## src/hdl/tagk_pkg.sv

```systemverilog
package tagk_pkg;

	typedef struct packed {
		logic signed [31:0] accel_angle;
		logic signed [31:0] gyro_rate;
	} in_item_t;

	typedef struct packed {
		logic signed [31:0] filtered_angle;
		logic signed [31:0] corrected_rate;
	} out_item_t;

	typedef enum logic [3:0] {
		S_IDLE,
		S_ANG,
		S_P00,
		S_P01,
		S_P10,
		S_P11,
		S_DIV0,
		S_DIV1,
		S_C11,
		S_C10,
		S_C01,
		S_C00,
		S_CA,
		S_CB,
		S_OUT
	} state_t;

	localparam logic [1:0] REG_ANGLE_NOISE   = 2'd0;
	localparam logic [1:0] REG_BIAS_NOISE    = 2'd1;
	localparam logic [1:0] REG_MEASURE_NOISE = 2'd2;
	localparam logic [1:0] REG_TIME_STEP     = 2'd3;

	localparam logic [30:0] ANGLE_NOISE_RST   = 31'd268435;
	localparam logic [30:0] BIAS_NOISE_RST    = 31'd805306;
	localparam logic [30:0] MEASURE_NOISE_RST = 31'd134217728;
	localparam logic [30:0] TIME_STEP_RST     = 31'd1342177;

	localparam logic signed [31:0] Q28_ONE = 32'sd268435456;
	localparam logic signed [31:0] S32_MAX = 32'sh7FFFFFFF;
	localparam logic signed [31:0] S32_MIN = 32'sh80000000;

	// clamp a wide signed value to the signed 32-bit range
	function automatic logic signed [31:0] sat32(input logic signed [39:0] v);
		logic signed [31:0] r;
		if (v > 40'sd2147483647) begin
			r = S32_MAX;
		end else if (v < -40'sd2147483648) begin
			r = S32_MIN;
		end else begin
			r = v[31:0];
		end
		return r;
	endfunction

endpackage

```

## src/hdl/tagk_mac.sv

```systemverilog
module tagk_mac (
	input  logic               clk,
	input  logic               mul_en,
	input  logic signed [32:0] op_a,
	input  logic signed [32:0] op_b,
	input  logic signed [31:0] addend,
	input  logic               sub,
	output logic signed [31:0] result
);

	logic signed [65:0] prod_s1;
	logic signed [65:0] biased;
	logic signed [37:0] rnd;
	logic signed [39:0] sum;

	// product register
	always_ff @(posedge clk) begin
		if (mul_en) begin
			prod_s1 <= op_a * op_b;
		end
	end

	// round half up to q28, then add or subtract and clamp
	assign biased = prod_s1 + 66'sd134217728;
	assign rnd    = $signed(biased[65:28]);
	assign sum    = sub ? (40'(addend) - 40'(rnd)) : (40'(addend) + 40'(rnd));
	assign result = tagk_pkg::sat32(sum);

endmodule

```

## src/hdl/tagk_div.sv

```systemverilog
module tagk_div (
	input  logic               clk,
	input  logic               arst_n,
	input  logic               start,
	input  logic signed [31:0] num,
	input  logic        [31:0] den,
	output logic               done,
	output logic signed [31:0] quot
);

	logic        run_q;
	logic        done_q;
	logic [5:0]  cnt_q;
	logic [31:0] rem_q;
	logic [59:0] nsh_q;
	logic [59:0] quo_q;
	logic [31:0] den_q;
	logic        neg_q;
	logic [31:0] mag;
	logic [32:0] trial;
	logic        ge;

	assign mag   = num[31] ? (32'd0 - num) : num;
	assign trial = {rem_q, nsh_q[59]};
	assign ge    = trial >= {1'b0, den_q};

	// control
	always_ff @(posedge clk or negedge arst_n) begin
		if (!arst_n) begin
			run_q  <= 1'b0;
			done_q <= 1'b0;
			cnt_q  <= '0;
		end else begin
			done_q <= 1'b0;
			if (start) begin
				run_q <= 1'b1;
				cnt_q <= 6'd59;
			end else if (run_q) begin
				cnt_q <= cnt_q - 6'd1;
				if (cnt_q == 6'd0) begin
					run_q  <= 1'b0;
					done_q <= 1'b1;
				end
			end
		end
	end

	// one quotient bit per cycle, restoring
	always_ff @(posedge clk) begin
		if (start) begin
			rem_q <= '0;
			nsh_q <= {mag, 28'd0};
			quo_q <= '0;
			den_q <= den;
			neg_q <= num[31];
		end else if (run_q) begin
			rem_q <= ge ? 32'(trial - {1'b0, den_q}) : trial[31:0];
			nsh_q <= {nsh_q[58:0], 1'b0};
			quo_q <= {quo_q[58:0], ge};
		end
	end

	// sign and clamp
	always_comb begin
		if (!neg_q) begin
			quot = (quo_q > 60'd2147483647) ? tagk_pkg::S32_MAX : $signed(quo_q[31:0]);
		end else begin
			quot = (quo_q > 60'd2147483648) ? tagk_pkg::S32_MIN
				: $signed(32'd0 - quo_q[31:0]);
		end
	end

	assign done = done_q;

endmodule

```

## src/hdl/tilt_angle_gyro_bias_kalman.sv

```systemverilog
// channel  | handshake            | payload
// in       | in_valid / in_stall  | in_data (accel_angle, gyro_rate)
// out      | out_valid / out_stall| out_data (filtered_angle, corrected_rate)
// cfg      | cfg_write            | cfg_index, cfg_data
// one item goes from acceptance to the next acceptance through eleven multiply-accumulate
// steps and two divisions (60 quotient bits, one a cycle), with a step each to accept it
// and to load the result; with a non-positive innovation variance both divisions are skipped.
// in_stall is high from acceptance until the result is loaded into the output register.
// a result waiting under out_stall does not block the next item until its load.
// reset restores default registers, zero estimates and identity covariance.
module tilt_angle_gyro_bias_kalman (
	input  logic                clk,
	input  logic                arst_n,
	input  logic                in_valid,
	output logic                in_stall,
	input  tagk_pkg::in_item_t  in_data,
	output logic                out_valid,
	input  logic                out_stall,
	output tagk_pkg::out_item_t out_data,
	input  logic                cfg_write,
	input  logic [1:0]          cfg_index,
	input  logic [30:0]         cfg_data
);

	tagk_pkg::state_t state_q, state_d;
	logic phase_q, phase_d;

	logic [30:0] qa_q, qb_q, rm_q, dt_q;
	logic signed [31:0] ang_q, bias_q, p00_q, p01_q, p10_q, p11_q;
	logic signed [31:0] k0_q, k1_q, err_q, accel_q, gyro_q;
	tagk_pkg::out_item_t out_q;
	logic out_valid_q;

	logic               mul_en;
	logic               wr_en;
	logic               div_start;
	logic signed [32:0] op_a, op_b;
	logic signed [31:0] addend;
	logic               sub;
	logic signed [31:0] mac_res;
	logic               div_done;
	logic signed [31:0] div_quot;
	logic signed [31:0] div_num;
	logic signed [32:0] innov_var;
	logic               var_pos;
	logic signed [31:0] d0, d1, err_now, rate_now;
	logic               out_free;

	// shared arithmetic
	tagk_mac u_mac (
		.clk    (clk),
		.mul_en (mul_en),
		.op_a   (op_a),
		.op_b   (op_b),
		.addend (addend),
		.sub    (sub),
		.result (mac_res)
	);

	tagk_div u_div (
		.clk    (clk),
		.arst_n (arst_n),
		.start  (div_start),
		.num    (div_num),
		.den    (innov_var[31:0]),
		.done   (div_done),
		.quot   (div_quot)
	);

	// derived terms
	assign d0        = tagk_pkg::sat32(40'($signed({9'd0, qa_q})) - 40'(p01_q) - 40'(p10_q));
	assign d1        = tagk_pkg::sat32(40'sd0 - 40'(p11_q));
	assign err_now   = tagk_pkg::sat32(40'(accel_q) - 40'(ang_q));
	assign rate_now  = tagk_pkg::sat32(40'(gyro_q) - 40'(bias_q));
	assign innov_var = $signed({2'd0, rm_q}) + 33'(p00_q);
	assign var_pos   = (innov_var > 33'sd0);
	assign div_num   = (state_q == tagk_pkg::S_DIV0) ? p00_q : p10_q;
	assign out_free  = !out_valid_q || !out_stall;

	// operand selection for each step
	always_comb begin
		op_a   = '0;
		op_b   = 33'($signed({2'd0, dt_q}));
		addend = '0;
		sub    = 1'b0;
		case (state_q)
			tagk_pkg::S_ANG: begin
				op_a   = 33'(gyro_q) - 33'(bias_q);
				addend = ang_q;
			end
			tagk_pkg::S_P00: begin
				op_a   = 33'(d0);
				addend = p00_q;
			end
			tagk_pkg::S_P01: begin
				op_a   = 33'(d1);
				addend = p01_q;
			end
			tagk_pkg::S_P10: begin
				op_a   = 33'(d1);
				addend = p10_q;
			end
			tagk_pkg::S_P11: begin
				op_a   = $signed({2'd0, qb_q});
				addend = p11_q;
			end
			tagk_pkg::S_C11: begin
				op_a   = 33'(k1_q);
				op_b   = 33'(p01_q);
				addend = p11_q;
				sub    = 1'b1;
			end
			tagk_pkg::S_C10: begin
				op_a   = 33'(k1_q);
				op_b   = 33'(p00_q);
				addend = p10_q;
				sub    = 1'b1;
			end
			tagk_pkg::S_C01: begin
				op_a   = 33'(k0_q);
				op_b   = 33'(p01_q);
				addend = p01_q;
				sub    = 1'b1;
			end
			tagk_pkg::S_C00: begin
				op_a   = 33'(k0_q);
				op_b   = 33'(p00_q);
				addend = p00_q;
				sub    = 1'b1;
			end
			tagk_pkg::S_CA: begin
				op_a   = 33'(k0_q);
				op_b   = 33'(err_q);
				addend = ang_q;
			end
			tagk_pkg::S_CB: begin
				op_a   = 33'(k1_q);
				op_b   = 33'(err_q);
				addend = bias_q;
			end
			default: begin
			end
		endcase
	end

	// sequencer
	always_ff @(posedge clk or negedge arst_n) begin
		if (!arst_n) begin
			state_q <= tagk_pkg::S_IDLE;
			phase_q <= 1'b0;
		end else begin
			state_q <= state_d;
			phase_q <= phase_d;
		end
	end

	always_comb begin
		state_d   = state_q;
		phase_d   = phase_q;
		mul_en    = 1'b0;
		wr_en     = 1'b0;
		div_start = 1'b0;
		unique case (state_q)
			tagk_pkg::S_IDLE: begin
				phase_d = 1'b0;
				if (in_valid) begin
					state_d = tagk_pkg::S_ANG;
				end
			end
			tagk_pkg::S_ANG, tagk_pkg::S_P00, tagk_pkg::S_P01, tagk_pkg::S_P10,
			tagk_pkg::S_P11, tagk_pkg::S_C11, tagk_pkg::S_C10, tagk_pkg::S_C01,
			tagk_pkg::S_C00, tagk_pkg::S_CA, tagk_pkg::S_CB: begin
				mul_en  = !phase_q;
				wr_en   = phase_q;
				phase_d = !phase_q;
				if (phase_q) begin
					state_d = tagk_pkg::state_t'(state_q + 4'd1);
				end
			end
			tagk_pkg::S_DIV0: begin
				if (!phase_q) begin
					if (var_pos) begin
						div_start = 1'b1;
						phase_d   = 1'b1;
					end else begin
						state_d = tagk_pkg::S_C11;
					end
				end else if (div_done) begin
					state_d = tagk_pkg::S_DIV1;
					phase_d = 1'b0;
				end
			end
			tagk_pkg::S_DIV1: begin
				if (!phase_q) begin
					div_start = 1'b1;
					phase_d   = 1'b1;
				end else if (div_done) begin
					state_d = tagk_pkg::S_C11;
					phase_d = 1'b0;
				end
			end
			tagk_pkg::S_OUT: begin
				if (out_free) begin
					state_d = tagk_pkg::S_IDLE;
				end
			end
			default: begin
				state_d = tagk_pkg::S_IDLE;
				phase_d = 1'b0;
			end
		endcase
	end

	// configuration registers
	always_ff @(posedge clk or negedge arst_n) begin
		if (!arst_n) begin
			qa_q <= tagk_pkg::ANGLE_NOISE_RST;
			qb_q <= tagk_pkg::BIAS_NOISE_RST;
			rm_q <= tagk_pkg::MEASURE_NOISE_RST;
			dt_q <= tagk_pkg::TIME_STEP_RST;
		end else if (cfg_write) begin
			unique case (cfg_index)
				tagk_pkg::REG_ANGLE_NOISE:   qa_q <= cfg_data;
				tagk_pkg::REG_BIAS_NOISE:    qb_q <= cfg_data;
				tagk_pkg::REG_MEASURE_NOISE: rm_q <= cfg_data;
				tagk_pkg::REG_TIME_STEP:     dt_q <= cfg_data;
				default: begin
				end
			endcase
		end
	end

	// filter state write-back
	always_ff @(posedge clk or negedge arst_n) begin
		if (!arst_n) begin
			ang_q  <= '0;
			bias_q <= '0;
			p00_q  <= tagk_pkg::Q28_ONE;
			p01_q  <= '0;
			p10_q  <= '0;
			p11_q  <= tagk_pkg::Q28_ONE;
		end else if (wr_en) begin
			case (state_q)
				tagk_pkg::S_ANG, tagk_pkg::S_CA:  ang_q  <= mac_res;
				tagk_pkg::S_CB:                   bias_q <= mac_res;
				tagk_pkg::S_P00, tagk_pkg::S_C00: p00_q  <= mac_res;
				tagk_pkg::S_P01, tagk_pkg::S_C01: p01_q  <= mac_res;
				tagk_pkg::S_P10, tagk_pkg::S_C10: p10_q  <= mac_res;
				tagk_pkg::S_P11, tagk_pkg::S_C11: p11_q  <= mac_res;
				default: begin
				end
			endcase
		end
	end

	// item capture, innovation, gains and result capture
	always_ff @(posedge clk) begin
		if (state_q == tagk_pkg::S_IDLE && in_valid) begin
			accel_q <= in_data.accel_angle;
			gyro_q  <= in_data.gyro_rate;
		end
		if (state_q == tagk_pkg::S_DIV0 && !phase_q) begin
			err_q <= err_now;
			if (!var_pos) begin
				k0_q <= '0;
				k1_q <= '0;
			end
		end
		if (div_done && phase_q) begin
			if (state_q == tagk_pkg::S_DIV0) begin
				k0_q <= div_quot;
			end else begin
				k1_q <= div_quot;
			end
		end
		if (state_q == tagk_pkg::S_OUT && out_free) begin
			out_q.filtered_angle <= ang_q;
			out_q.corrected_rate <= rate_now;
		end
	end

	// output register
	always_ff @(posedge clk or negedge arst_n) begin
		if (!arst_n) begin
			out_valid_q <= 1'b0;
		end else if (state_q == tagk_pkg::S_OUT && out_free) begin
			out_valid_q <= 1'b1;
		end else if (!out_stall) begin
			out_valid_q <= 1'b0;
		end
	end

	assign in_stall  = (state_q != tagk_pkg::S_IDLE);
	assign out_valid = out_valid_q;
	assign out_data  = out_q;

endmodule

```

## config.mk

```make
export PLATFORM = sky130hd
export DESIGN_NAME = tilt_angle_gyro_bias_kalman
export DESIGN_NICKNAME = d
export VERILOG_FILES = /design/src/hdl/tagk_pkg.sv /design/src/hdl/tagk_mac.sv /design/src/hdl/tagk_div.sv /design/src/hdl/tilt_angle_gyro_bias_kalman.sv
export SDC_FILE = /design/constraint.sdc
export NUM_CORES = 2
export LEC_CHECK = 0
export ABC_CLOCK_PERIOD_IN_PS = 11290
export BUFFER_PORTS_ARGS = -buffer_cell sky130_fd_sc_hd__buf_2
export CORE_UTILIZATION = 55
export DETAILED_ROUTE_END_ITERATION = 6
export PLACE_DENSITY = 0.77
export SKIP_LAST_GASP = 1
export SYNTH_ARGS = -nofsm -noshare
export SYNTH_HDL_FRONTEND = slang
export SYNTH_HIERARCHICAL = 1
export SYNTH_SLANG_ARGS = --single-unit
```

## constraint.sdc

```tcl
create_clock -name clk -period 11.29 [get_ports clk]
set_input_delay 3.387 -clock clk [delete_from_list [all_inputs] [get_ports clk]]
set_output_delay 3.387 -clock clk [all_outputs]
set_load 0.02 [all_outputs]
```

==> out/qor.txt <==
Status: finished, violations left
Violated checks: DRC, setup timing
Clk slew on worst S/H paths: 0.06 ns
Rows: 143
Most common cell in the netlist: inv_1
Cells after Synth: 8891
I/O pin total: 168
F_max: 84.7 MHz
Number of flip-flops in the largest register: 64
Max-slew headroom: 3.77%
Number of global-route vias before repair: 72.1k
Critical Path Fanout Max: 10
Crit-path slowest cell: fa_1
Area of the die: 156000 µm²
Root Buffer: clkbuf_16
Crit end category: flip-flop
Mapped cell area: 84700 µm²
Post-synth EDFFs: 264
Area occupied by multi-input gates: 59700 µm²
H-tree depth: 3
Layout cells sized above 1: 19.1%
Pre-CTS setup slack: -0.861 ns
Initial drt markers: 8342
Max-slew violation count: 0
Routed WL per cell: 25.9 µm
Global-route usage over all layers: 38.4%
Fin crit share: 105%
CTS tree: yes
Post-route setup slack: -0.510 ns
Async SR Flop Fraction: 44.0%
Final HPWL DP: 237000 µm
Commonest cells in the netlist: 1415 x inv_1, 1180 x fa_1, 922 x nand2_1
Routed wire length: 301000 µm
Synth Register Bits: 750
IO Port Bufs: 167
NumNets Final: 11.2k
Post-synth net total: 10.6k
Filler Cells Inserted: 12.1k
Hold Vio Cnt, Final: 0
Slowest cell delay on critical path: 0.59 ns
TritonCTS Buffers: 80
Sequential cell area: 19400 µm²
Synth top area share: 27.9%
Startpoint Class: flip-flop
Initial core utilization: 55.6%
Synth area leader: fa_1
Max Root-Sink Buffers: 3
Synth Area per Inst: 9.52 µm²
Post-route ant nets: 0
Core Box Area: 152000 µm²
Clk Latency, worst-skew pair: 0.74 ns
Crit path top cell by count: fa_1
Antenna violations before repair: 47
Yosys warnings: 6
Non-Filler Instances: 11.6k
Fin crit period: 11.80 ns
RSZ-0062 raised after global routing: true
Largest net degree at the start of global routing: 90
Ranking of synthesized cells by area: fa_1 28%, edfxtp_1 9.4%, dfrtp_1 8.8%
GPL Wtd Cong: 1.10
Sequential fraction of the synthesis area: 22.8%
DRT Pass-1 Iters: 7
DRC violations left: 13
Clock Skew: 0.0953 ns
Required time worst endpoint: 11.76 ns
Die width: 394 µm
Final setup fails: 30
# Max-Cap Violations: 0
DP Cell Count: 11.4k
Routed vias: 70.8k
Number of buffers and inverters on the critical path: 10
Crit Path Class: reg2reg
CP arrival: 12.27 ns
Area grow syn2layout: 15.8%
Die Y: 394 µm
Main flop type after synthesis: dfrtp_1
Top delay family on crit path: adder cells
Worst slew pin tran: 1.43 ns
Via density: 6.09
Hold Path Class: reg2reg
Global-route wire length before repair: 448000 µm
Remaining global-route overflow: 0
Distinct cells, synth: 106
Clk sink count: 750
[final timing paths]
kind	from	end	slack, ns	cells after the start
hold / removal	k1_q[30]$_DFF_P_	k1_q[30]$_DFF_P_	0.48	1
min in group asynchronous	arst_n	u_div/cnt_q[0]$_DFFE_PN0P_	2.63	1
hold reg to reg	k1_q[30]$_DFF_P_	k1_q[30]$_DFF_P_	0.48	1
setup / recovery	p01_q[0]$_DFFE_PN0P_	u_mac/prod_s1[59]$_DFFE_PP_	-0.51	44
setup reg to reg	p01_q[0]$_DFFE_PN0P_	u_mac/prod_s1[59]$_DFFE_PP_	-0.51	44
max in group asynchronous	arst_n	p01_q[15]$_DFFE_PN0P_	6.38	3
[stage by stage]
step | hold WS (ns) | cell area, µm² | utilization [%] | TNS [ns]
after floorplan | 0.438 | 84700 | - | 0
after global placement | 0.454 | 92800 | 60.9 | -13.74
after detailed placement | 0.456 | 92800 | 60.9 | -20.08
after CTS | 0.477 | 96900 | 63.5 | -3.69
after global routing | 0.484 | 98100 | 64.3 | -19.75
final | 0.480 | 98100 | 64.3 | -9.14
[cells in the final DEF, fill, tap and decap left out, types with 298 or more instances in the layout]
master and instances:
buf_4 696, inv_1 1361, fa_1 1119, nand2_1 903
and2_1 533, o21ai_0 328, ha_1 401, a21oi_1 298
dfrtp_1 298, nor2_1 366
[cell families after synthesis]
kind of cell             share of synthesized area, %
multiplexers                                     4.53
adder cells (fa/ha/maj)                          34.4
flip-flops                                       22.8
AND/OR/NAND/NOR                                  14.2
buffers and inverters                            8.45
AO/OA/AOI/OAI                                    11.9
XOR/XNOR                                         3.68
[cell type report]
| cell class | count | area share [%] |
|---|---|---|
| clock buffer | 103 | 2.32 |
| multi-input combinational | 6268 | 60.8 |
| clock inverter | 47 | 0.695 |
| timing repair buffer | 990 | 8.38 |
| sequential | 750 | 19.7 |
| tap | 2030 | 2.59 |
| antenna | 17 | 0.0434 |
| inverter | 1416 | 5.42 |
[timing repair]
item | 4_1_cts | 5_1_grt
endpoints found under the setup margin | 39 | 38
resized for setup | 194 | 211
endpoints found under the hold margin | 0 | 0
cloned | 5 | 8
setup buffers | 31 | 44
pin swaps | 244 | 149
hold buffers | 0 | 0
[routing by layer]
metal	GRT usage [%]	part of all wire, %	vias to the layer above
li1	-	-	30384
met3	13.0	13	910
met4	19.4	6.3	26
met2	56.2	42	4078
met5	0.554	0.095	-
met1	50.6	38	35378
Power is left out: the tool's default activity adds up to more than one toggle a clock period on the data nets, which glitch-free logic cannot reach.
